File: src/design/pdrp_pkg.sv
package pdrp_pkg;

    // Widths of the character and of the parsed value.
    localparam int unsigned ChW     = 8;
    localparam int unsigned ValueW  = 64;
    localparam int unsigned CountW  = 4;
    localparam int unsigned StatusW = 3;

    // Longest prefix the block compares.
    localparam logic [CountW-1:0] PrefixMax = 4'd8;

    // Configuration register indexes.
    typedef enum logic {
        REG_PREFIX_CHARS  = 1'b0,
        REG_PREFIX_LENGTH = 1'b1
    } t_reg_index;

    // Reply status codes.
    typedef enum logic [StatusW-1:0] {
        ST_OK     = 3'd0,
        ST_PREFIX = 3'd1,
        ST_NOTINT = 3'd2,
        ST_RANGE  = 3'd3,
        ST_TRAIL  = 3'd4
    } t_status;

    // Character codes of interest.
    localparam logic [ChW-1:0] ChMinus = 8'h2D;
    localparam logic [ChW-1:0] ChZero  = 8'h30;
    localparam logic [ChW-1:0] ChNine  = 8'h39;

    // Largest magnitude that may still take one more digit: floor((2^63-1)/10),
    // which equals floor(2^63/10). The last digit limit is 7, or 8 with a sign.
    localparam logic [ValueW-1:0] MagStepMax = 64'd922337203685477580;
    localparam logic [3:0]        LastDigitPos = 4'd7;
    localparam logic [3:0]        LastDigitNeg = 4'd8;

    // Saturation point of the character counter.
    localparam logic [CountW-1:0] CountMax = 4'd15;

endpackage

File: src/design/prefixed_decimal_reply_parser.sv
// Prefixed decimal reply parser.
// A reply streams in one character per transfer on the slave side (tdata holds
// the character, tlast marks the final character). The reply must begin with
// the configured prefix and be longer than it; after the prefix comes an
// optional '-' and decimal digits, accumulated into a signed 64-bit value.
// For each final character one result transfer leaves on the master side:
// tuser holds the status, tdata the value (zero unless the status is ok).
// Characters without tlast produce no result.
// The prefix is set through the write port (index 0: prefix characters, first
// in the lowest byte; index 1: prefix length, values above eight act as eight);
// the user must set it only while the block is idle; the block does not enforce this.
// Throughput is one character per cycle, set by the single multiply-by-ten and
// accumulate step between the input register and the result register, unless a
// final character stalls. A final character's result goes to the result register.
// When the receiver stalls, the result is held and characters keep flowing in
// until a second final character must wait in the input register.
// Reset clears the prefix registers, the per-reply state and both valid flags.
module prefixed_decimal_reply_parser (
    input  logic                           i_clk,
    input  logic                           i_rst_n,
    // Configuration write port.
    input  logic                           i_cfg_we,
    input  logic                           i_cfg_index,
    input  logic [pdrp_pkg::ValueW-1:0]    i_cfg_data,
    // Character stream.
    input  logic                           i_s_axis_tvalid,
    output logic                           o_s_axis_tready,
    input  logic [pdrp_pkg::ChW-1:0]       i_s_axis_tdata,   // [7:0] ch
    input  logic                           i_s_axis_tlast,
    // Result stream.
    output logic                           o_m_axis_tvalid,
    input  logic                           i_m_axis_tready,
    output logic [pdrp_pkg::ValueW-1:0]    o_m_axis_tdata,   // [63:0] value
    output logic [pdrp_pkg::StatusW-1:0]   o_m_axis_tuser    // [2:0] status
);

    // Configuration registers.
    logic [pdrp_pkg::ValueW-1:0] r_prefix_chars;
    logic [pdrp_pkg::CountW-1:0] r_prefix_length;

    // Input register.
    logic                        r_in_valid;
    logic [pdrp_pkg::ChW-1:0]    r_in_ch;
    logic                        r_in_last;

    // Per-reply state.
    logic [pdrp_pkg::CountW-1:0] r_count,      n_count;
    logic                        r_mismatch,   n_mismatch;
    logic                        r_minus,      n_minus;
    logic                        r_have_digit, n_have_digit;
    logic                        r_stopped,    n_stopped;
    logic                        r_overflow,   n_overflow;
    logic [pdrp_pkg::ValueW-1:0] r_mag,        n_mag;

    // Result register.
    logic                        r_out_valid;
    logic [pdrp_pkg::ValueW-1:0] r_out_value;
    pdrp_pkg::t_status           r_out_status;

    logic                        stall;
    logic                        proc;
    logic [pdrp_pkg::CountW-1:0] plen;
    logic                        in_prefix;
    logic [pdrp_pkg::ChW-1:0]    want;
    logic                        is_digit;
    logic [3:0]                  digit;
    logic [3:0]                  digit_max;
    logic [pdrp_pkg::ValueW-1:0] mag_step;
    pdrp_pkg::t_status           status;
    logic [pdrp_pkg::ValueW-1:0] value;

    // A final character waits while the result register is still occupied.
    assign stall           = r_in_valid && r_in_last && r_out_valid && !i_m_axis_tready;
    assign proc            = r_in_valid && !stall;
    assign o_s_axis_tready = !r_in_valid || !stall;

    assign o_m_axis_tvalid = r_out_valid;
    assign o_m_axis_tdata  = r_out_value;
    assign o_m_axis_tuser  = r_out_status;

    // Configuration writes.
    always_ff @(posedge i_clk) begin
        if (!i_rst_n) begin
            r_prefix_chars  <= '0;
            r_prefix_length <= '0;
        end else if (i_cfg_we) begin
            unique case (pdrp_pkg::t_reg_index'(i_cfg_index))
                pdrp_pkg::REG_PREFIX_CHARS:  r_prefix_chars  <= i_cfg_data;
                pdrp_pkg::REG_PREFIX_LENGTH: r_prefix_length <= i_cfg_data[pdrp_pkg::CountW-1:0];
                default: ;
            endcase
        end
    end

    // Input register takes a character whenever it is free or moving on.
    always_ff @(posedge i_clk) begin
        if (!i_rst_n) begin
            r_in_valid <= 1'b0;
        end else if (o_s_axis_tready) begin
            r_in_valid <= i_s_axis_tvalid;
        end
    end

    always_ff @(posedge i_clk) begin
        if (i_s_axis_tvalid && o_s_axis_tready) begin
            r_in_ch   <= i_s_axis_tdata;
            r_in_last <= i_s_axis_tlast;
        end
    end

    // Character classification and prefix compare.
    always_comb begin
        plen      = (r_prefix_length > pdrp_pkg::PrefixMax) ? pdrp_pkg::PrefixMax
                                                            : r_prefix_length;
        in_prefix = r_count < plen;
        want      = r_prefix_chars[{r_count[2:0], 3'b000} +: pdrp_pkg::ChW];
        is_digit  = (r_in_ch >= pdrp_pkg::ChZero) && (r_in_ch <= pdrp_pkg::ChNine);
        digit     = 4'(r_in_ch - pdrp_pkg::ChZero);
        digit_max = r_minus ? pdrp_pkg::LastDigitNeg : pdrp_pkg::LastDigitPos;
        mag_step  = (r_mag << 3) + (r_mag << 1) + {60'd0, digit};
    end

    // Next per-reply state for the character in the input register.
    always_comb begin
        n_count      = (r_count < pdrp_pkg::CountMax) ? r_count + 4'd1 : r_count;
        n_mismatch   = r_mismatch;
        n_minus      = r_minus;
        n_have_digit = r_have_digit;
        n_stopped    = r_stopped;
        n_overflow   = r_overflow;
        n_mag        = r_mag;
        priority if (in_prefix) begin
            if (want != r_in_ch) begin
                n_mismatch = 1'b1;
            end
        end else if (r_stopped) begin
            // Number already ended; the rest is ignored.
        end else if ((r_count == plen) && (r_in_ch == pdrp_pkg::ChMinus)) begin
            n_minus = 1'b1;
        end else if (!is_digit) begin
            n_stopped = 1'b1;
        end else begin
            n_have_digit = 1'b1;
            if (!r_overflow) begin
                if ((r_mag > pdrp_pkg::MagStepMax) ||
                    ((r_mag == pdrp_pkg::MagStepMax) && (digit > digit_max))) begin
                    n_overflow = 1'b1;
                end else begin
                    n_mag = mag_step;
                end
            end
        end
    end

    // Status of the reply ending with this character, checks in rank order.
    always_comb begin
        value = '0;
        priority if (n_mismatch || in_prefix) begin
            status = pdrp_pkg::ST_PREFIX;
        end else if (!n_have_digit) begin
            status = pdrp_pkg::ST_NOTINT;
        end else if (n_overflow) begin
            status = pdrp_pkg::ST_RANGE;
        end else if (n_stopped) begin
            status = pdrp_pkg::ST_TRAIL;
        end else begin
            status = pdrp_pkg::ST_OK;
            value  = n_minus ? (~n_mag + 64'd1) : n_mag;
        end
    end

    // Per-reply state update; a final character clears it.
    always_ff @(posedge i_clk) begin
        if (!i_rst_n) begin
            r_count      <= '0;
            r_mismatch   <= 1'b0;
            r_minus      <= 1'b0;
            r_have_digit <= 1'b0;
            r_stopped    <= 1'b0;
            r_overflow   <= 1'b0;
            r_mag        <= '0;
        end else if (proc) begin
            if (r_in_last) begin
                r_count      <= '0;
                r_mismatch   <= 1'b0;
                r_minus      <= 1'b0;
                r_have_digit <= 1'b0;
                r_stopped    <= 1'b0;
                r_overflow   <= 1'b0;
                r_mag        <= '0;
            end else begin
                r_count      <= n_count;
                r_mismatch   <= n_mismatch;
                r_minus      <= n_minus;
                r_have_digit <= n_have_digit;
                r_stopped    <= n_stopped;
                r_overflow   <= n_overflow;
                r_mag        <= n_mag;
            end
        end
    end

    // Result register.
    always_ff @(posedge i_clk) begin
        if (!i_rst_n) begin
            r_out_valid <= 1'b0;
        end else if (proc && r_in_last) begin
            r_out_valid <= 1'b1;
        end else if (i_m_axis_tready) begin
            r_out_valid <= 1'b0;
        end
    end

    always_ff @(posedge i_clk) begin
        if (proc && r_in_last) begin
            r_out_status <= status;
            r_out_value  <= value;
        end
    end

endmodule

File: config.mk
export PLATFORM = sky130hd
export DESIGN_NAME = prefixed_decimal_reply_parser
export DESIGN_NICKNAME = d
export VERILOG_FILES = /design/src/design/pdrp_pkg.sv /design/src/design/prefixed_decimal_reply_parser.sv
export SDC_FILE = /design/constraint.sdc
export NUM_CORES = 1
export LEC_CHECK = 0
export CAP_MARGIN = 20
export CORE_MARGIN = 1.5
export CORE_UTILIZATION = 45
export CTS_CLUSTER_DIAMETER = 60
export DETAILED_ROUTE_END_ITERATION = 7
export DONT_BUFFER_PORTS = 1
export REMOVE_ABC_BUFFERS = 1
export SLEW_MARGIN = 15
export SYNTH_ARGS = -nofsm -noshare
export SYNTH_HDL_FRONTEND = slang
export SYNTH_SLANG_ARGS = --single-unit
File: constraint.sdc
create_clock -name i_clk -period 13.9 [get_ports i_clk]
set_input_delay 2.085 -clock i_clk [delete_from_list [all_inputs] [get_ports i_clk]]
set_output_delay 2.085 -clock i_clk [all_outputs]
set_load 0.05 [all_outputs]
==> flow_summary_export.csv, run 1 <==
group,metric,value,unit
synth,seq_area_frac_synth,29.94,%
sta,fin_skew,14.00,ps
grt,grt_busiest_layer,"met2",
clock_network,clk_latency,570,ps
grt,grt_max_degree,137,
setup_path,cp.required,14200,ps
clock_network,clkTransAtPathRegs,60,ps
synth,synth.avg_cell_area,8.241,sq um
synth,synth.distinct_cells,106,
floorplanning,die_h,198.4,um
pwr,clock_power_share,47.5,%
detailed_routing,first_pass_iters,5,
clock_network,clock_sinks,219,
clock_network,h-tree-depth,1,
pwr,p_leak,0.006679,uW
pwr,switching_share,25.40,%
layout,seq_area,5145,sq um
setup_path,cpPeakStageDelay,600,ps
grt,grtUsageMet3,6.070,%
floorplanning,die_area,39360,sq um
worst_hold_path,hp-class,"reg2reg",
clock_network,cts_root_buf,"clkbuf_16",
layout,multi_input_area,11490,sq um
clock_network,postCtsSetupRepairBufs,0,
sta,post-route-period-util,40.92,%
grt,grtUsageTotal,27.57,%
detailed_routing,drt_iter0_markers,1312,
detailed_routing,via_per_inst,6.151,
grt,grt_pass1_vias,14855,
synth,ys_ff_latch,219,
setup_path,path_delay_family,"compound AO/OA/AOI/OAI gates",
sta,worstMarginPinSlew,1030,ps
sta,hold_violations,0,
synth,synth_compound_area_share,21.98,%
floorplanning,rows,71,
setup_path,crit_fanout,11,
detailed_routing,totalWireLength,54380,um
pwr,peakVddDrop,0.00009032,V
sta,finalMaxSlewViolations,0,
pwr,p_comb_share,5.3,%
pwr,power_frac_seq,47.2,%
grt,grt_pass1_wl,84880,um
synth,synth_xor_area_share,5.556,%
synth,synthAdderAreaFrac,9.845,%
layout,layout.nets,2225,
placement,port_buffers,0,
setup_path,cp_cell_sequence,"inv_1 > fa_1 > inv_1 > ha_1 > nor2b_1 > o31ai_1 > a21boi_0 > o31ai_1 > a211oi_1 > a211oi_1 > a22oi_1 > nor3b_4 > nand2_1 > nor4_2 > a41oi_1 > xnor2_1 > nor2_1",
status,outcome,"complete, no violations",
clock_network,cts_tree,"yes",
floorplanning,initial_core_util,45.62,%
clock_network,cts_hold_buf,0,
sta,fin_setup_tns,0,ps
detailed_routing,final_antenna_net_count,0,
layout,fill_cells,3747,
floorplanning,io_pins,148,
setup_path,worst-path-buf-inv,2,
synth,synth-simple-area-share,24.26,%
floorplanning,die_x,198.4,um
layout,syn2layout_area_growth,7.151,%
grt,overflow,0,
synth,async_flop_share,0,%
pwr,power_per_cell_area,81.10,nW/um^2
clock_network,numCtsBuffers,27,
detailed_routing,wl_per_cell,21.38,um
pwr,p_total,1493,uW
clock_network,clockBufferDepth,3,
detailed_routing,drc,0,
sta,fmax,175.8,MHz
grt,antenna_found_initial,0,
synth,syn-instance-count,2085,
synth,synth.mux.area_fraction,4.995,%
synth,synth_top_family_by_area,"simple AND/OR/NAND/NOR gates",
layout,antenna-diode-count,0,
floorplanning,fp.coreArea,37670,sq um
setup_path,cp_data_arrival_time,5990,ps
pwr,intPower,1114,uW
run,maxCapViolations,0,
detailed_routing,via_count,15648,
pwr,p_switching,379.3,uW
sta,maxSlewHeadroom,30.94,%
setup_path,endpoint_kind,"flip-flop",
placement,hpwl,40730,um
clock_network,cts_resized,0,
setup_path,cp-start-kind,"flip-flop",
sta,finalWorstSetupSlack,8211,ps
synth,synth_area,17180,sq um
synth,yosys_warnings,0,
layout,drive_gt1_share,6.591,%
synth,synth_edf_count,76,
placement,place.gp.congestion,0.9438,
grt,met2_usage,41.69,%
synth,synth_ff_type,"dfxtp_1",
sta,rsz0062_at_grt,"false",
placement,place_ws,8448,ps
grt,use_met1,39.64,%
sta,setup_viol,0,
setup_path,critPathSlowestCell,"o31ai_1",
setup_path,worst-setup-path-type,"reg2reg",
sta,fin_crit,5689,ps
## power groups by stage
stage	logic [uW]	clock network, uW	registers (uW)
final	78.4	710	705
after global routing	86.5	747	707
after detailed placement	77.6	0	719
after global placement	75.6	0	719
after CTS	78.0	721	705
after floorplan	55.5	0	716
## flip-flops by register name, summed over array words and instances (netlist names), 3 cells and up
signal	cells
r_mag	64
o_m_axis_tuser	3
o_m_axis_tdata	64
r_in_ch	8
r_count	4
r_prefix_chars	64
r_prefix_length	4
## cell usage after synthesis, types with 42 or more instances
cell type  instances  area, sq um
mux2i_1           46        460.4
dfxtp_1          143         2863
nand4_1           42        262.8
and2_1            58        362.9
xor2_1            49        429.2
nor3_1            47        235.2
a21boi_0          74        555.5
ha_1             132         1652
xnor2_1           60        525.5
a21oi_1          146        730.7
clkbuf_1          83        311.6
nand2_1          316         1186
nor2_1           187        701.9
edfxtp_1          76         2282
o21ai_0          128        640.6
## layer usage
layer	share of wire [%]	routed length (um)
met1	46	24900
met2	43	23410
met3	9.0	4899
met4	2.2	1175
met5	0	0
## kinds of logic (layout without fill, tap and decap cells)
| logic type | Yosys count | count (layout) |
|---|---|---|
| flip-flops | 219 | 219 |
| XOR/XNOR | 109 | 109 |
| AO/OA/AOI/OAI | 575 | 575 |
| buffers and inverters | 139 | 87 |
| multiplexers | 65 | 65 |
| AND/OR/NAND/NOR | 844 | 844 |
| adder cells (fa/ha/maj) | 134 | 134 |
## worst register-to-register path, delay by kind of cell (launching register included)
kind | cells | cell delay, ps
adder cells (fa/ha/maj) | 2 | 670
flip-flops | 1 | 530
buffers and inverters | 2 | 190
XOR/XNOR | 1 | 180
AO/OA/AOI/OAI | 7 | 2450
AND/OR/NAND/NOR | 5 | 1430
## layout make-up
type / instances / share of cell area, %
clock buffer: 36 / 4.309
multi-input combinational: 1727 / 62.43
tap: 511 / 3.473
clock inverter: 14 / 0.6048
inverter: 25 / 0.5097
sequential: 219 / 27.94
timing repair buffer: 12 / 0.7339
## placed cells by master (no fill, tap or decap), types with 30 or more instances in the layout
master,count
a21boi_0,74
a21oi_1,146
and2_1,58
clkbuf_16,30
dfxtp_1,143
edfxtp_1,76
ha_1,132
mux2i_1,46
nand2_1,315
nand3_1,32
nand4_1,42
nor2_1,185
nor2b_1,31
nor3_1,47
o21ai_0,128
xnor2_1,60
xor2_1,49
## worst paths after layout
path                      startpoint                 end  slack (ps)  cells past startpoint
setup / recovery            r_mag[2]  o_m_axis_tdata[62]        8210                     17
hold / removal    r_prefix_chars[51]  r_prefix_chars[51]         460                      2
setup reg to reg            r_mag[2]  o_m_axis_tdata[62]        8210                     17
hold reg to reg   r_prefix_chars[51]  r_prefix_chars[51]         460                      2
## per-stage QoR
step	cell area (sq um)	std cells	utilization [%]	hold slack (ps)
2_1_floorplan	16690	1971	-	437.4
3_3_place_gp	17440	2491	46.30	448.1
3_5_place_dp	17460	2492	46.35	455.4
4_1_cts	18360	2542	48.75	463.9
5_1_grt	18410	2544	48.88	480.6
6_report	18410	2544	48.88	460.2
Note: power is estimated with default switching activity, not from simulation.
==> run 2, diff against run 1 <==
==> constraint.sdc (replaced) <==
create_clock -name i_clk -period 5.52 [get_ports i_clk]
set_input_delay 0.828 -clock i_clk [delete_from_list [all_inputs] [get_ports i_clk]]
set_output_delay 0.828 -clock i_clk [all_outputs]
set_load 0.05 [all_outputs]
==> flow_summary_export.csv, run 2 (synthesized netlist as in run 1, its figures left out) <==
group,metric,value,unit
status,outcome,"complete, no violations",
grt,grtUsageTotal,28.04,%
placement,hpwl,42690,um
setup_path,cp.required,5800,ps
sta,fmax,189.0,MHz
sta,rsz0062_at_grt,"false",
sta,fin_skew,29.75,ps
setup_path,cpPeakStageDelay,540,ps
setup_path,cp-start-kind,"flip-flop",
floorplanning,die_x,198.4,um
pwr,power_per_cell_area,205.0,nW/um^2
clock_network,cts_root_buf,"clkbuf_16",
setup_path,critPathSlowestCell,"fa_1",
clock_network,numCtsBuffers,27,
detailed_routing,drc,0,
sta,setup_viol,0,
layout,antenna-diode-count,0,
pwr,intPower,2921,uW
detailed_routing,wl_per_cell,21.50,um
floorplanning,die_h,198.4,um
floorplanning,die_area,39360,sq um
grt,grt_max_degree,137,
layout,layout.nets,2271,
detailed_routing,totalWireLength,55660,um
clock_network,clkTransAtPathRegs,60,ps
placement,place.gp.congestion,0.9875,
sta,worstMarginPinSlew,951.1,ps
grt,grt_pass1_vias,14993,
clock_network,clock_sinks,219,
setup_path,worst-setup-path-type,"reg2reg",
clock_network,postCtsSetupRepairBufs,0,
worst_hold_path,hp-class,"in2reg",
grt,antenna_found_initial,0,
layout,syn2layout_area_growth,9.547,%
pwr,p_leak,0.006921,uW
setup_path,cp_cell_sequence,"inv_1 > fa_1 > fa_1 > nor2b_1 > o31a_1 > buf_4 > nor2_1 > xnor2_1 > nor4b_1 > nand4_1 > nor4_2 > o211ai_1 > or2_4 > nor4_2 > a41oi_1 > xnor2_1 > nor2_1",
worst_hold_path,hp-start,"i_s_axis_tlast",
grt,grt_pass1_wl,85970,um
pwr,clock_power_share,48.7,%
clock_network,clk_latency,560,ps
sta,finalWorstSetupSlack,229.0,ps
pwr,switching_share,24.31,%
setup_path,cp_data_arrival_time,5570,ps
setup_path,reg2reg_from,"r_mag[0]",
pwr,p_total,3859,uW
floorplanning,initial_core_util,45.62,%
sta,hold_violations,0,
placement,placed_area,17850,sq um
sta,post-route-period-util,95.85,%
grt,overflow,0,
pwr,peakVddDrop,0.0002410,V
layout,drive_gt1_share,8.758,%
clock_network,cts_tree,"yes",
sta,fin_crit,5291,ps
sta,maxSlewHeadroom,36.30,%
pwr,power_frac_seq,46.0,%
layout,seq_area,5145,sq um
setup_path,path_delay_family,"simple AND/OR/NAND/NOR gates",
setup_path,startpoint,"r_mag[0]",
sta,finalMaxSlewViolations,0,
detailed_routing,first_pass_iters,6,
clock_network,clockBufferDepth,3,
floorplanning,fp.coreArea,37670,sq um
pwr,p_comb_share,5.3,%
setup_path,worst-path-buf-inv,2,
setup_path,endpoint_kind,"flip-flop",
layout,stdcell_area,18820,sq um
floorplanning,io_pins,148,
layout,mostFrequentLayoutCells,"nand2_1 (315), nor2_1 (185), a21oi_1 (145), dfxtp_1 (143), ha_1 (132)",
detailed_routing,via_per_inst,6.162,
placement,place_ws,294.0,ps
placement,port_buffers,0,
layout,fill_cells,3695,
detailed_routing,drt_iter0_markers,1353,
clock_network,h-tree-depth,1,
detailed_routing,final_antenna_net_count,0,
run,maxCapViolations,0,
detailed_routing,via_count,15954,
setup_path,crit_fanout,6,
layout,multi_input_area,11500,sq um
layout,layout_commonest_cell,"nand2_1",
pwr,p_switching,938.0,uW
floorplanning,rows,71,
-- run 2: path summary, 6_finish.rpt --
check / endpoint / slack [ps] / cells after the start
max: o_m_axis_tdata[58] / 230 / 17
min: r_in_last / 360 / 0
max reg2reg: o_m_axis_tdata[58] / 230 / 17
min reg2reg: r_prefix_length[0] / 460 / 2
-- run 2: what timing repair did --
item | CTS | global route
resized for setup | 0 | 2
hold buffers | 0 | 0
setup endpoints to repair | 0 | 3
-- run 2: layer usage --
metal  vias up  global-route usage, %  routed length, um  share of wire [%]
li1       7599                      -                  -                  -
met1      7591                  40.79              25670                 46
met2       673                  41.83              23480                 42
met3        91                  5.849               5134                9.2
met4         0                  7.351               1375                2.5
met5         -                      0                  0                  0
-- run 2: power groups by stage --
stage                     clock, uW  combinational, uW  sequential, uW
after floorplan                   0                140            1800
after global placement            0                199            1810
after detailed placement          0                205            1810
after CTS                      1910                206            1770
after global routing           1980                226            1780
final                          1880                205            1770
-- run 2: final cells by class --
type,instances,share of cell area (%)
flip-flops and latches,219,27.33
inverters,25,0.4985
clock buffers,33,3.869
well taps,511,3.397
clock inverters,16,1.170
repair buffers,58,2.646
multi-input cells,1727,61.09
-- run 2: worst register-to-register path: stages, from the launching register on --
cell and delay, ps:
dfxtp_1 430, inv_1 110, fa_1 540, fa_1 480, nor2b_1 220, o31a_1 340, buf_4 190, nor2_1 50
xnor2_1 180, nor4b_1 410, nand4_1 300, nor4_2 350, o211ai_1 170, or2_4 320, nor4_2 470, a41oi_1 200
xnor2_1 190, nor2_1 60
-- run 2: through the flow --
step	utilization, %	TNS (ps)	std cells	hold WS, ps
finish	49.97	0	2589	361.2
global route	49.97	0	2589	338.8
CTS	49.90	0	2588	343.8
detailed placement	47.38	0	2539	451.5
global placement	47.27	0	2537	447.3
floorplan	-	-332.6	1971	437.4
